### config.mk
export PLATFORM = sky130hd
export DESIGN_NAME = fifo_two_budget_admission_unit
export DESIGN_NICKNAME = d
export VERILOG_FILES = /design/src/rtl/ftba_pkg.sv /design/src/rtl/ftba_ctrl.sv /design/src/rtl/ftba_dp.sv /design/src/rtl/fifo_two_budget_admission_unit.sv
export SDC_FILE = /design/constraint.sdc
export NUM_CORES = 2
export LEC_CHECK = 0
export ABC_AREA = 1
export CORE_MARGIN = 2
export CORE_UTILIZATION = 29
export CTS_CLUSTER_SIZE = 8
export DETAILED_ROUTE_END_ITERATION = 10
export DONT_BUFFER_PORTS = 1
export MAX_ROUTING_LAYER = met4
export PLACE_DENSITY_LB_ADDON = 0.2
export SETUP_SLACK_MARGIN = 0.02
export SKIP_LAST_GASP = 1
export SYNTH_ARGS = -nofsm -noshare
export SYNTH_HDL_FRONTEND = slang
export SYNTH_SLANG_ARGS = --single-unit
### constraint.sdc
create_clock -name clk_i -period 8.6 [get_ports clk_i]
set_input_delay 0 -clock clk_i [delete_from_list [all_inputs] [get_ports clk_i]]
set_output_delay 0 -clock clk_i [all_outputs]
set_load 0.1 [all_outputs]
### src/rtl/ftba_pkg.sv
`default_nettype none
package ftba_pkg;

  localparam int unsigned QUEUE_DEPTH = 16;

  localparam int unsigned CPU_W = 8;
  localparam int unsigned MEM_W = 32;
  localparam int unsigned ID_W  = 8;

  localparam logic [CPU_W-1:0] RESET_CPU_CAPACITY = CPU_W'(8);
  localparam logic [MEM_W-1:0] RESET_MEM_CAPACITY = MEM_W'(64'd1 << 30);

  // configuration register indexes
  localparam logic CFG_CPU_CAPACITY = 1'b0;
  localparam logic CFG_MEM_CAPACITY = 1'b1;

  // request actions
  localparam logic ACT_ACQUIRE = 1'b0;
  localparam logic ACT_RELEASE = 1'b1;

  typedef enum logic [1:0] {
    KIND_GRANT    = 2'd0,
    KIND_QUEUED   = 2'd1,
    KIND_REJECTED = 2'd2,
    KIND_RELEASED = 2'd3
  } kind_e;

  typedef enum logic [2:0] {
    ST_IDLE,
    ST_PREP,
    ST_ACQ,
    ST_RD,
    ST_FIT,
    ST_EMIT,
    ST_TAKE
  } state_e;

  typedef struct packed {
    logic [MEM_W-1:0] mem;
    logic [CPU_W-1:0] cpu;
    logic [ID_W-1:0]  id;
  } entry_t;

  // controller -> datapath
  typedef struct packed {
    logic load_req;  // capture the incoming beat
    logic prep;      // clamp an acquire, or return a release
    logic acquire;   // decide grant / queue / reject and emit
    logic rd;        // read the queue head
    logic fit_chk;   // register whether the head fits
    logic emit;      // emit the staged beat
    logic take;      // grant the head and pop it
  } cmd_t;

  // datapath -> controller
  typedef struct packed {
    logic out_free;
    logic is_release;
    logic head_fit;
  } sts_t;

endpackage
`default_nettype wire

### src/rtl/ftba_ctrl.sv
`default_nettype none
module ftba_ctrl (
  input  wire logic          clk_i,
  input  wire logic          rst_ni,
  input  wire logic          in_valid_i,
  output logic               in_ready_o,
  input  wire ftba_pkg::sts_t sts_i,
  output ftba_pkg::cmd_t     cmd_o
);

  ftba_pkg::state_e state_q, state_d;

  always_ff @(posedge clk_i or negedge rst_ni) begin
    if (!rst_ni) begin
      state_q <= ftba_pkg::ST_IDLE;
    end else begin
      state_q <= state_d;
    end
  end

  always_comb begin
    state_d    = state_q;
    cmd_o      = '0;
    in_ready_o = 1'b0;
    unique case (state_q)
      ftba_pkg::ST_IDLE: begin
        in_ready_o = 1'b1;
        if (in_valid_i) begin
          cmd_o.load_req = 1'b1;
          state_d        = ftba_pkg::ST_PREP;
        end
      end
      ftba_pkg::ST_PREP: begin
        cmd_o.prep = 1'b1;
        state_d    = sts_i.is_release ? ftba_pkg::ST_RD : ftba_pkg::ST_ACQ;
      end
      ftba_pkg::ST_ACQ: begin
        if (sts_i.out_free) begin
          cmd_o.acquire = 1'b1;
          state_d       = ftba_pkg::ST_IDLE;
        end
      end
      ftba_pkg::ST_RD: begin
        cmd_o.rd = 1'b1;
        state_d  = ftba_pkg::ST_FIT;
      end
      ftba_pkg::ST_FIT: begin
        cmd_o.fit_chk = 1'b1;
        state_d       = ftba_pkg::ST_EMIT;
      end
      ftba_pkg::ST_EMIT: begin
        // the staged beat is last unless the head can be granted next
        if (sts_i.out_free) begin
          cmd_o.emit = 1'b1;
          state_d    = sts_i.head_fit ? ftba_pkg::ST_TAKE : ftba_pkg::ST_IDLE;
        end
      end
      ftba_pkg::ST_TAKE: begin
        cmd_o.take = 1'b1;
        state_d    = ftba_pkg::ST_RD;
      end
      default: begin
        state_d = ftba_pkg::ST_IDLE;
      end
    endcase
  end

endmodule
`default_nettype wire

### src/rtl/ftba_dp.sv
`default_nettype none
module ftba_dp #(
  parameter int unsigned QueueDepth = ftba_pkg::QUEUE_DEPTH
) (
  input  wire logic                      clk_i,
  input  wire logic                      rst_ni,
  input  wire logic                      cfg_we_i,
  input  wire logic                      cfg_idx_i,
  input  wire logic [ftba_pkg::MEM_W-1:0] cfg_data_i,
  input  wire logic                      in_act_i,
  input  wire logic [47:0]               in_data_i,
  output logic                           out_valid_o,
  input  wire logic                      out_ready_i,
  output logic [1:0]                     out_kind_o,
  output logic [87:0]                    out_data_o,
  output logic                           out_last_o,
  input  wire ftba_pkg::cmd_t            cmd_i,
  output ftba_pkg::sts_t                 sts_o
);

  localparam int unsigned CpuW = ftba_pkg::CPU_W;
  localparam int unsigned MemW = ftba_pkg::MEM_W;
  localparam int unsigned IdW  = ftba_pkg::ID_W;
  localparam int unsigned PtrW = (QueueDepth > 1) ? $clog2(QueueDepth) : 1;
  localparam int unsigned CntW = $clog2(QueueDepth + 1);
  localparam logic [PtrW-1:0] PtrLast = PtrW'(QueueDepth - 1);
  localparam logic [CntW-1:0] CntFull = CntW'(QueueDepth);

  logic [CpuW-1:0] cpu_cap_q, cpu_used_q, cpu_used_d;
  logic [MemW-1:0] mem_cap_q, mem_used_q, mem_used_d;

  logic            req_act_q;
  ftba_pkg::entry_t req_q;
  ftba_pkg::entry_t beat_q;
  ftba_pkg::kind_e  beat_kind_q;
  ftba_pkg::entry_t rd_q;
  logic            fit_q;

  ftba_pkg::entry_t queue_mem [QueueDepth];
  logic [PtrW-1:0] head_q, tail_q;
  logic [CntW-1:0] count_q;

  logic            out_valid_q;
  logic [1:0]      out_kind_q;
  logic [87:0]     out_data_q;
  logic            out_last_q;

  logic            out_free;
  logic            req_fit, head_fit, q_empty, q_full;
  logic [CpuW-1:0] clamp_cpu;
  logic [MemW-1:0] clamp_mem;
  ftba_pkg::entry_t in_entry;

  function automatic logic fits(input logic [CpuW-1:0] used_c, input logic [CpuW-1:0] c,
                                input logic [CpuW-1:0] cap_c, input logic [MemW-1:0] used_m,
                                input logic [MemW-1:0] m, input logic [MemW-1:0] cap_m);
    logic [CpuW:0] sum_c;
    logic [MemW:0] sum_m;
    sum_c = {1'b0, used_c} + {1'b0, c};
    sum_m = {1'b0, used_m} + {1'b0, m};
    return (sum_c <= {1'b0, cap_c}) && (sum_m <= {1'b0, cap_m});
  endfunction

  function automatic logic [PtrW-1:0] ptr_inc(input logic [PtrW-1:0] p);
    return (p == PtrLast) ? '0 : p + PtrW'(1);
  endfunction

  assign in_entry = ftba_pkg::entry_t'(in_data_i);
  assign out_free = !out_valid_q || out_ready_i;
  assign q_empty  = (count_q == '0);
  assign q_full   = (count_q == CntFull);
  assign req_fit  = fits(cpu_used_q, req_q.cpu, cpu_cap_q, mem_used_q, req_q.mem, mem_cap_q);
  assign head_fit = !q_empty &&
                    fits(cpu_used_q, rd_q.cpu, cpu_cap_q, mem_used_q, rd_q.mem, mem_cap_q);

  // clamp an acquire: cpu to 1..capacity, memory to at most capacity
  always_comb begin
    clamp_cpu = req_q.cpu;
    if (clamp_cpu == '0) begin
      clamp_cpu = CpuW'(1);
    end
    if (clamp_cpu > cpu_cap_q) begin
      clamp_cpu = cpu_cap_q;
    end
    clamp_mem = (req_q.mem > mem_cap_q) ? mem_cap_q : req_q.mem;
  end

  always_comb begin
    cpu_used_d = cpu_used_q;
    mem_used_d = mem_used_q;
    if (cmd_i.prep && req_act_q == ftba_pkg::ACT_RELEASE) begin
      cpu_used_d = (cpu_used_q > req_q.cpu) ? cpu_used_q - req_q.cpu : '0;
      mem_used_d = (mem_used_q > req_q.mem) ? mem_used_q - req_q.mem : '0;
    end else if (cmd_i.acquire && q_empty && req_fit) begin
      cpu_used_d = cpu_used_q + req_q.cpu;
      mem_used_d = mem_used_q + req_q.mem;
    end else if (cmd_i.take) begin
      cpu_used_d = cpu_used_q + rd_q.cpu;
      mem_used_d = mem_used_q + rd_q.mem;
    end
  end

  always_ff @(posedge clk_i or negedge rst_ni) begin
    if (!rst_ni) begin
      cpu_cap_q   <= ftba_pkg::RESET_CPU_CAPACITY;
      mem_cap_q   <= ftba_pkg::RESET_MEM_CAPACITY;
      cpu_used_q  <= '0;
      mem_used_q  <= '0;
      head_q      <= '0;
      tail_q      <= '0;
      count_q     <= '0;
      out_valid_q <= 1'b0;
    end else begin
      // a capacity written as zero acts as one
      if (cfg_we_i) begin
        unique case (cfg_idx_i)
          ftba_pkg::CFG_CPU_CAPACITY: begin
            cpu_cap_q <= (cfg_data_i[CpuW-1:0] == '0) ? CpuW'(1) : cfg_data_i[CpuW-1:0];
          end
          ftba_pkg::CFG_MEM_CAPACITY: begin
            mem_cap_q <= (cfg_data_i == '0) ? MemW'(1) : cfg_data_i;
          end
          default: begin
          end
        endcase
      end
      cpu_used_q <= cpu_used_d;
      mem_used_q <= mem_used_d;
      if (cmd_i.acquire && !(q_empty && req_fit) && !q_full) begin
        tail_q  <= ptr_inc(tail_q);
        count_q <= count_q + CntW'(1);
      end else if (cmd_i.take) begin
        head_q  <= ptr_inc(head_q);
        count_q <= count_q - CntW'(1);
      end
      if (cmd_i.acquire || cmd_i.emit) begin
        out_valid_q <= 1'b1;
      end else if (out_ready_i) begin
        out_valid_q <= 1'b0;
      end
    end
  end

  // queue storage
  always_ff @(posedge clk_i) begin
    if (cmd_i.acquire && !(q_empty && req_fit) && !q_full) begin
      queue_mem[tail_q] <= req_q;
    end
    if (cmd_i.rd) begin
      rd_q <= queue_mem[head_q];
    end
  end

  // request, staged beat and output payload
  always_ff @(posedge clk_i) begin
    if (cmd_i.load_req) begin
      req_act_q <= in_act_i;
      req_q     <= in_entry;
    end
    if (cmd_i.prep) begin
      if (req_act_q == ftba_pkg::ACT_ACQUIRE) begin
        req_q.cpu <= clamp_cpu;
        req_q.mem <= clamp_mem;
      end else begin
        beat_q      <= req_q;
        beat_kind_q <= ftba_pkg::KIND_RELEASED;
      end
    end
    if (cmd_i.take) begin
      beat_q      <= rd_q;
      beat_kind_q <= ftba_pkg::KIND_GRANT;
    end
    if (cmd_i.fit_chk) begin
      fit_q <= head_fit;
    end
    if (cmd_i.acquire) begin
      if (q_empty && req_fit) begin
        out_kind_q <= ftba_pkg::KIND_GRANT;
      end else if (q_full) begin
        out_kind_q <= ftba_pkg::KIND_REJECTED;
      end else begin
        out_kind_q <= ftba_pkg::KIND_QUEUED;
      end
      out_data_q <= {mem_used_d, cpu_used_d, req_q.mem, req_q.cpu, req_q.id};
      out_last_q <= 1'b1;
    end else if (cmd_i.emit) begin
      out_kind_q <= beat_kind_q;
      out_data_q <= {mem_used_q, cpu_used_q, beat_q.mem, beat_q.cpu, beat_q.id};
      out_last_q <= !fit_q;
    end
  end

  assign sts_o.out_free   = out_free;
  assign sts_o.is_release = (req_act_q == ftba_pkg::ACT_RELEASE);
  assign sts_o.head_fit   = fit_q;

  assign out_valid_o = out_valid_q;
  assign out_kind_o  = out_kind_q;
  assign out_data_o  = out_data_q;
  assign out_last_o  = out_last_q;

endmodule
`default_nettype wire

### src/rtl/fifo_two_budget_admission_unit.sv
`default_nettype none
// Two-budget admission controller (CPU slots and memory bytes), served in
// arrival order. An acquire beat (tuser 0) is clamped, then granted at once
// if nothing waits and it fits, else queued, or rejected when the queue is
// full; it gives one result beat. A release beat (tuser 1) returns its
// amounts (saturating at zero) and gives a release-done beat followed by one
// grant beat per queued head that now fits; tlast marks the final beat. The
// unit handles one request at a time under a controller. Before each
// release-done or grant beat is presented it does a registered read of the
// queue head and a fit check, so that tlast is known. The next input beat is
// accepted once the final result is staged; a stalled output holds the unit
// until the waiting beat can be staged. The user must write capacities
// through the cfg port only while the unit is idle; the unit itself does
// not enforce this. A capacity written as 0 acts as 1.
module fifo_two_budget_admission_unit #(
  parameter int unsigned QueueDepth = ftba_pkg::QUEUE_DEPTH
) (
  input  wire logic        clk_i,
  input  wire logic        rst_ni,
  input  wire logic        cfg_we_i,
  input  wire logic        cfg_idx_i,
  input  wire logic [31:0] cfg_data_i,
  input  wire logic        s_axis_tvalid,
  output logic             s_axis_tready,
  // requester_id [7:0], cpu_count [15:8], mem_amount [47:16]
  input  wire logic [47:0] s_axis_tdata,
  // action
  input  wire logic        s_axis_tuser,
  output logic             m_axis_tvalid,
  input  wire logic        m_axis_tready,
  // granted_id [7:0], granted_cpu [15:8], granted_memory [47:16],
  // cpu_in_use [55:48], memory_in_use [87:56]
  output logic [87:0]      m_axis_tdata,
  // kind
  output logic [1:0]       m_axis_tuser,
  output logic             m_axis_tlast
);

  ftba_pkg::cmd_t cmd;
  ftba_pkg::sts_t sts;

  ftba_ctrl u_ctrl (
    .clk_i      (clk_i),
    .rst_ni     (rst_ni),
    .in_valid_i (s_axis_tvalid),
    .in_ready_o (s_axis_tready),
    .sts_i      (sts),
    .cmd_o      (cmd)
  );

  ftba_dp #(
    .QueueDepth (QueueDepth)
  ) u_dp (
    .clk_i       (clk_i),
    .rst_ni      (rst_ni),
    .cfg_we_i    (cfg_we_i),
    .cfg_idx_i   (cfg_idx_i),
    .cfg_data_i  (cfg_data_i),
    .in_act_i    (s_axis_tuser),
    .in_data_i   (s_axis_tdata),
    .out_valid_o (m_axis_tvalid),
    .out_ready_i (m_axis_tready),
    .out_kind_o  (m_axis_tuser),
    .out_data_o  (m_axis_tdata),
    .out_last_o  (m_axis_tlast),
    .cmd_i       (cmd),
    .sts_o       (sts)
  );

endmodule
`default_nettype wire

==> reports/metrics.yaml <==
synth:
  synth_fp_nets: 5422
  netlist_area_um2: 53870
  synth_cell_types: 67
  ys_seq_area_share_pct: 60.40
  muxShareOfSynthArea_pct: 1.582
  synthXorXnorAreaFrac_pct: 1.284
  synth_compound_area_share_pct: 11.03
  synth_ff_type: "edfxtp_1"
  synth_fa_ha_area_share_pct: 6.020
  synth_warnings: 0
  ys_top_cells_by_area: "edfxtp_1 56%, nand2_1 6.4%, ha_1 5.8%"
  async_flop_share_pct: 8.794
  yosysTopAreaCell: "edfxtp_1"
  synth_cells: 5080
  synth_most_common_cell: "edfxtp_1"
  synthTopCellsByCount: "996 x edfxtp_1, 922 x nand2_1, 641 x nor2_1"
  syn_area_per_cell_um2: 10.61
  netlist.area_leader.share_pct: 55.52
  ys_seq_elements: 1103
  synth-edff-count: 996
  synth_top_family_by_area: "simple AND/OR/NAND/NOR gates"
  synth_simple_gate_area_share_pct: 14.96
final_layout:
  nNetsFinal: 5568
  syn2layout_area_growth_pct: 17.02
  drive_above_1_share_pct: 7.085
  stdcell_count: 7787
  num_antenna_cells: 0
  fill_cells: 18730
  design_area_um2: 63040
worst_setup_path:
  slowest_stage: "nor2_4"
  arrival_ns: 7.96
  crit_required_ns: 9.00
  crit_type: "register to register"
  end_kind: "register"
  cp_slowest_stage_delay_ns: 0.80
  cpMostUsedCell: "nand2_1"
  r2r_slack_ns: 1.04
  startpoint_type: "register"
  crit_fanout: 25
placement:
  pre_cts_slack_ns: 1.143
  dp_hpwl_mm: 127.9
  postPlaceCellArea_um2: 56730
  place_inst: 7375
  port-buffer-count: 0
  gp_congestion: 0.9590
grt:
  antenna_found_initial: 3
  gr-total-overflow: 0
  grtUsageTotal_pct: 20.46
  grt_max_degree: 161
  grt_pass1_vias: 38460
  grt_pass1_wl_mm: 278.0
route:
  wirelength_mm: 192.2
  routedWlPerCell_um: 24.68
  ant_nets: 0
  vias: 39730
  vias_per_cell: 5.102
  dr.pass1.iters: 7
  drc_errors: 0
  drt_iter0_markers: 3980
clocking:
  ctsHtreeMaxLevel: 4
  tritoncts: "done"
  cts_sinks: 1103
  path_clk_slew_ns: 0.06
  cts-root-buf: "clkbuf_16"
  numCtsBuffers: 158
  clk_latency_ns: 0.80
  cts_buffer_depth: 3
  cts_resized: 0
timing:
  worst_slack_ns: 1.038
  worst_pin_slew_ns: 1.269
  finalCriticalPeriod_ns: 7.562
  drv_slew: 0
  worst_clock_skew_ns: 0.03917
  min_period_over_period_pct: 87.93
  max_freq_mhz: 132.2
  rsz0062_at_grt: "false"
  slew_headroom_pct: 15.11
  hold_viol: 0
  fin_tns_setup_ns: 0
  finalSetupViolCount: 0
floorplanning:
  io_pins: 180
  fp-row-count: 158
  dieArea_um2: 189200
  design.core.area_um2: 185000
  fp.dieH_um: 435.0
  start_util_pct: 29.12
  fp.dieW_um: 435.0
run:
  cap_violations: 0
power_and_ir_drop:
  leakage_nw: 23.82
  powerDensity_nw_per_um2: 420.8
  ir_worst_vdd_mv: 0.2836
status:
  status: "finished clean"
min_path:
  hold_class: "input port to register"
## layout make-up
class,count,area (µm²),area share (%)
Sequential cell,1103,32550,51.63
Multi-Input combinational cell,3334,18980,30.10
Clock buffer,221,4232,6.712
Tap cell,2480,3103,4.922
Timing Repair Buffer,254,2432,3.858
Inverter,375,1420,2.253
Clock inverter,20,330.3,0.5240
## metal layers
layer  global-route usage, %  vias up  routed length (µm)
met4                   4.900        0                4131
li1                        -    18320                   -
met3                   2.814      245               10610
met5                       -        -                   0
met2                   31.98     1277               89190
met1                   28.10    19900               88280
## cell families (layout without fill, tap and decap cells)
group | after synthesis | count (layout)
and+or+nand+nor | 1945 | 1945
DFF | 1103 | 1103
AOI/OAI and AO/OA | 970 | 970
buffers and inverters | 643 | 870
adders and majority gates | 255 | 255
muxes | 85 | 85
xor gates and xnor gates | 79 | 79
## flip-flops by register name, indices dropped and copies added (netlist names), 3 cells and up
register         count
u_dp.queue_mem     768
u_dp.head_q          4
u_dp.tail_q          4
u_dp.beat_q         48
u_dp.mem_used_q     32
u_dp.rd_q           48
u_dp.req_q          48
u_dp.mem_cap_q      32
u_ctrl.state_q       3
u_dp.cpu_cap_q       8
u_dp.cpu_used_q      8
u_dp.count_q         5
u_dp.out_data_o     88
## power breakdown
part	internal, mW	switching, mW	total [mW]
registers	7.42	2.20	9.62
logic	3.24	7.81	11.1
clock network	3.46	2.39	5.86
## placed cells by master, fill, tap and decap left out, types with 116 or more instances in the layout
master	n
a21oi_1	185
clkbuf_16	159
dlygate4sd3_1	169
edfxtp_1	996
ha_1	248
inv_1	361
nand2_1	916
nand3_1	192
nor2_1	621
o21ai_0	439
o32ai_1	116
## timing repair
| item | 4_1_cts | 5_1_grt |
|---|---|---|
| hold buffers | 171 | 0 |
| buffers inserted | 0 | 0 |
| hold endpoints to repair | 200 | 0 |
## worst paths after layout
path | from | cells past startpoint | end
worst max-delay path | u_dp.req_q[22] | 32 | u_dp.queue_mem[6][33]
min in group asynchronous | rst_ni | 3 | u_dp.cpu_cap_q[3]
worst max register to register | u_dp.req_q[22] | 32 | u_dp.queue_mem[6][33]
worst min-delay path | s_axis_tdata[43] | 3 | u_dp.req_q[43]
worst min register to register | u_dp.fit_q | 1 | u_dp.out_last_o
max in group asynchronous | rst_ni | 4 | u_dp.mem_cap_q[25]
## through the flow
stage	utilization, %	hold WS (ns)	power [mW]
5_1_grt	34.07	0.01846	28.10
3_5_place_dp	30.66	-0.2890	20.50
6_report	34.07	0.05247	26.53
3_3_place_gp	30.66	-0.2847	20.52
4_1_cts	34.07	0.0007015	26.59
2_1_floorplan	-	-0.2956	16.34
## critical path, delay by kind of cell, from the launching register on
kind | cells | cell delay (ns)
adder cells (fa/ha/maj) | 2 | 0.78
flip-flops | 1 | 0.77
XOR/XNOR | 1 | 0.28
AO/OA/AOI/OAI | 2 | 0.39
buffers and inverters | 4 | 1.23
AND/OR/NAND/NOR | 23 | 3.70
(Power assumes the default switching activity.)
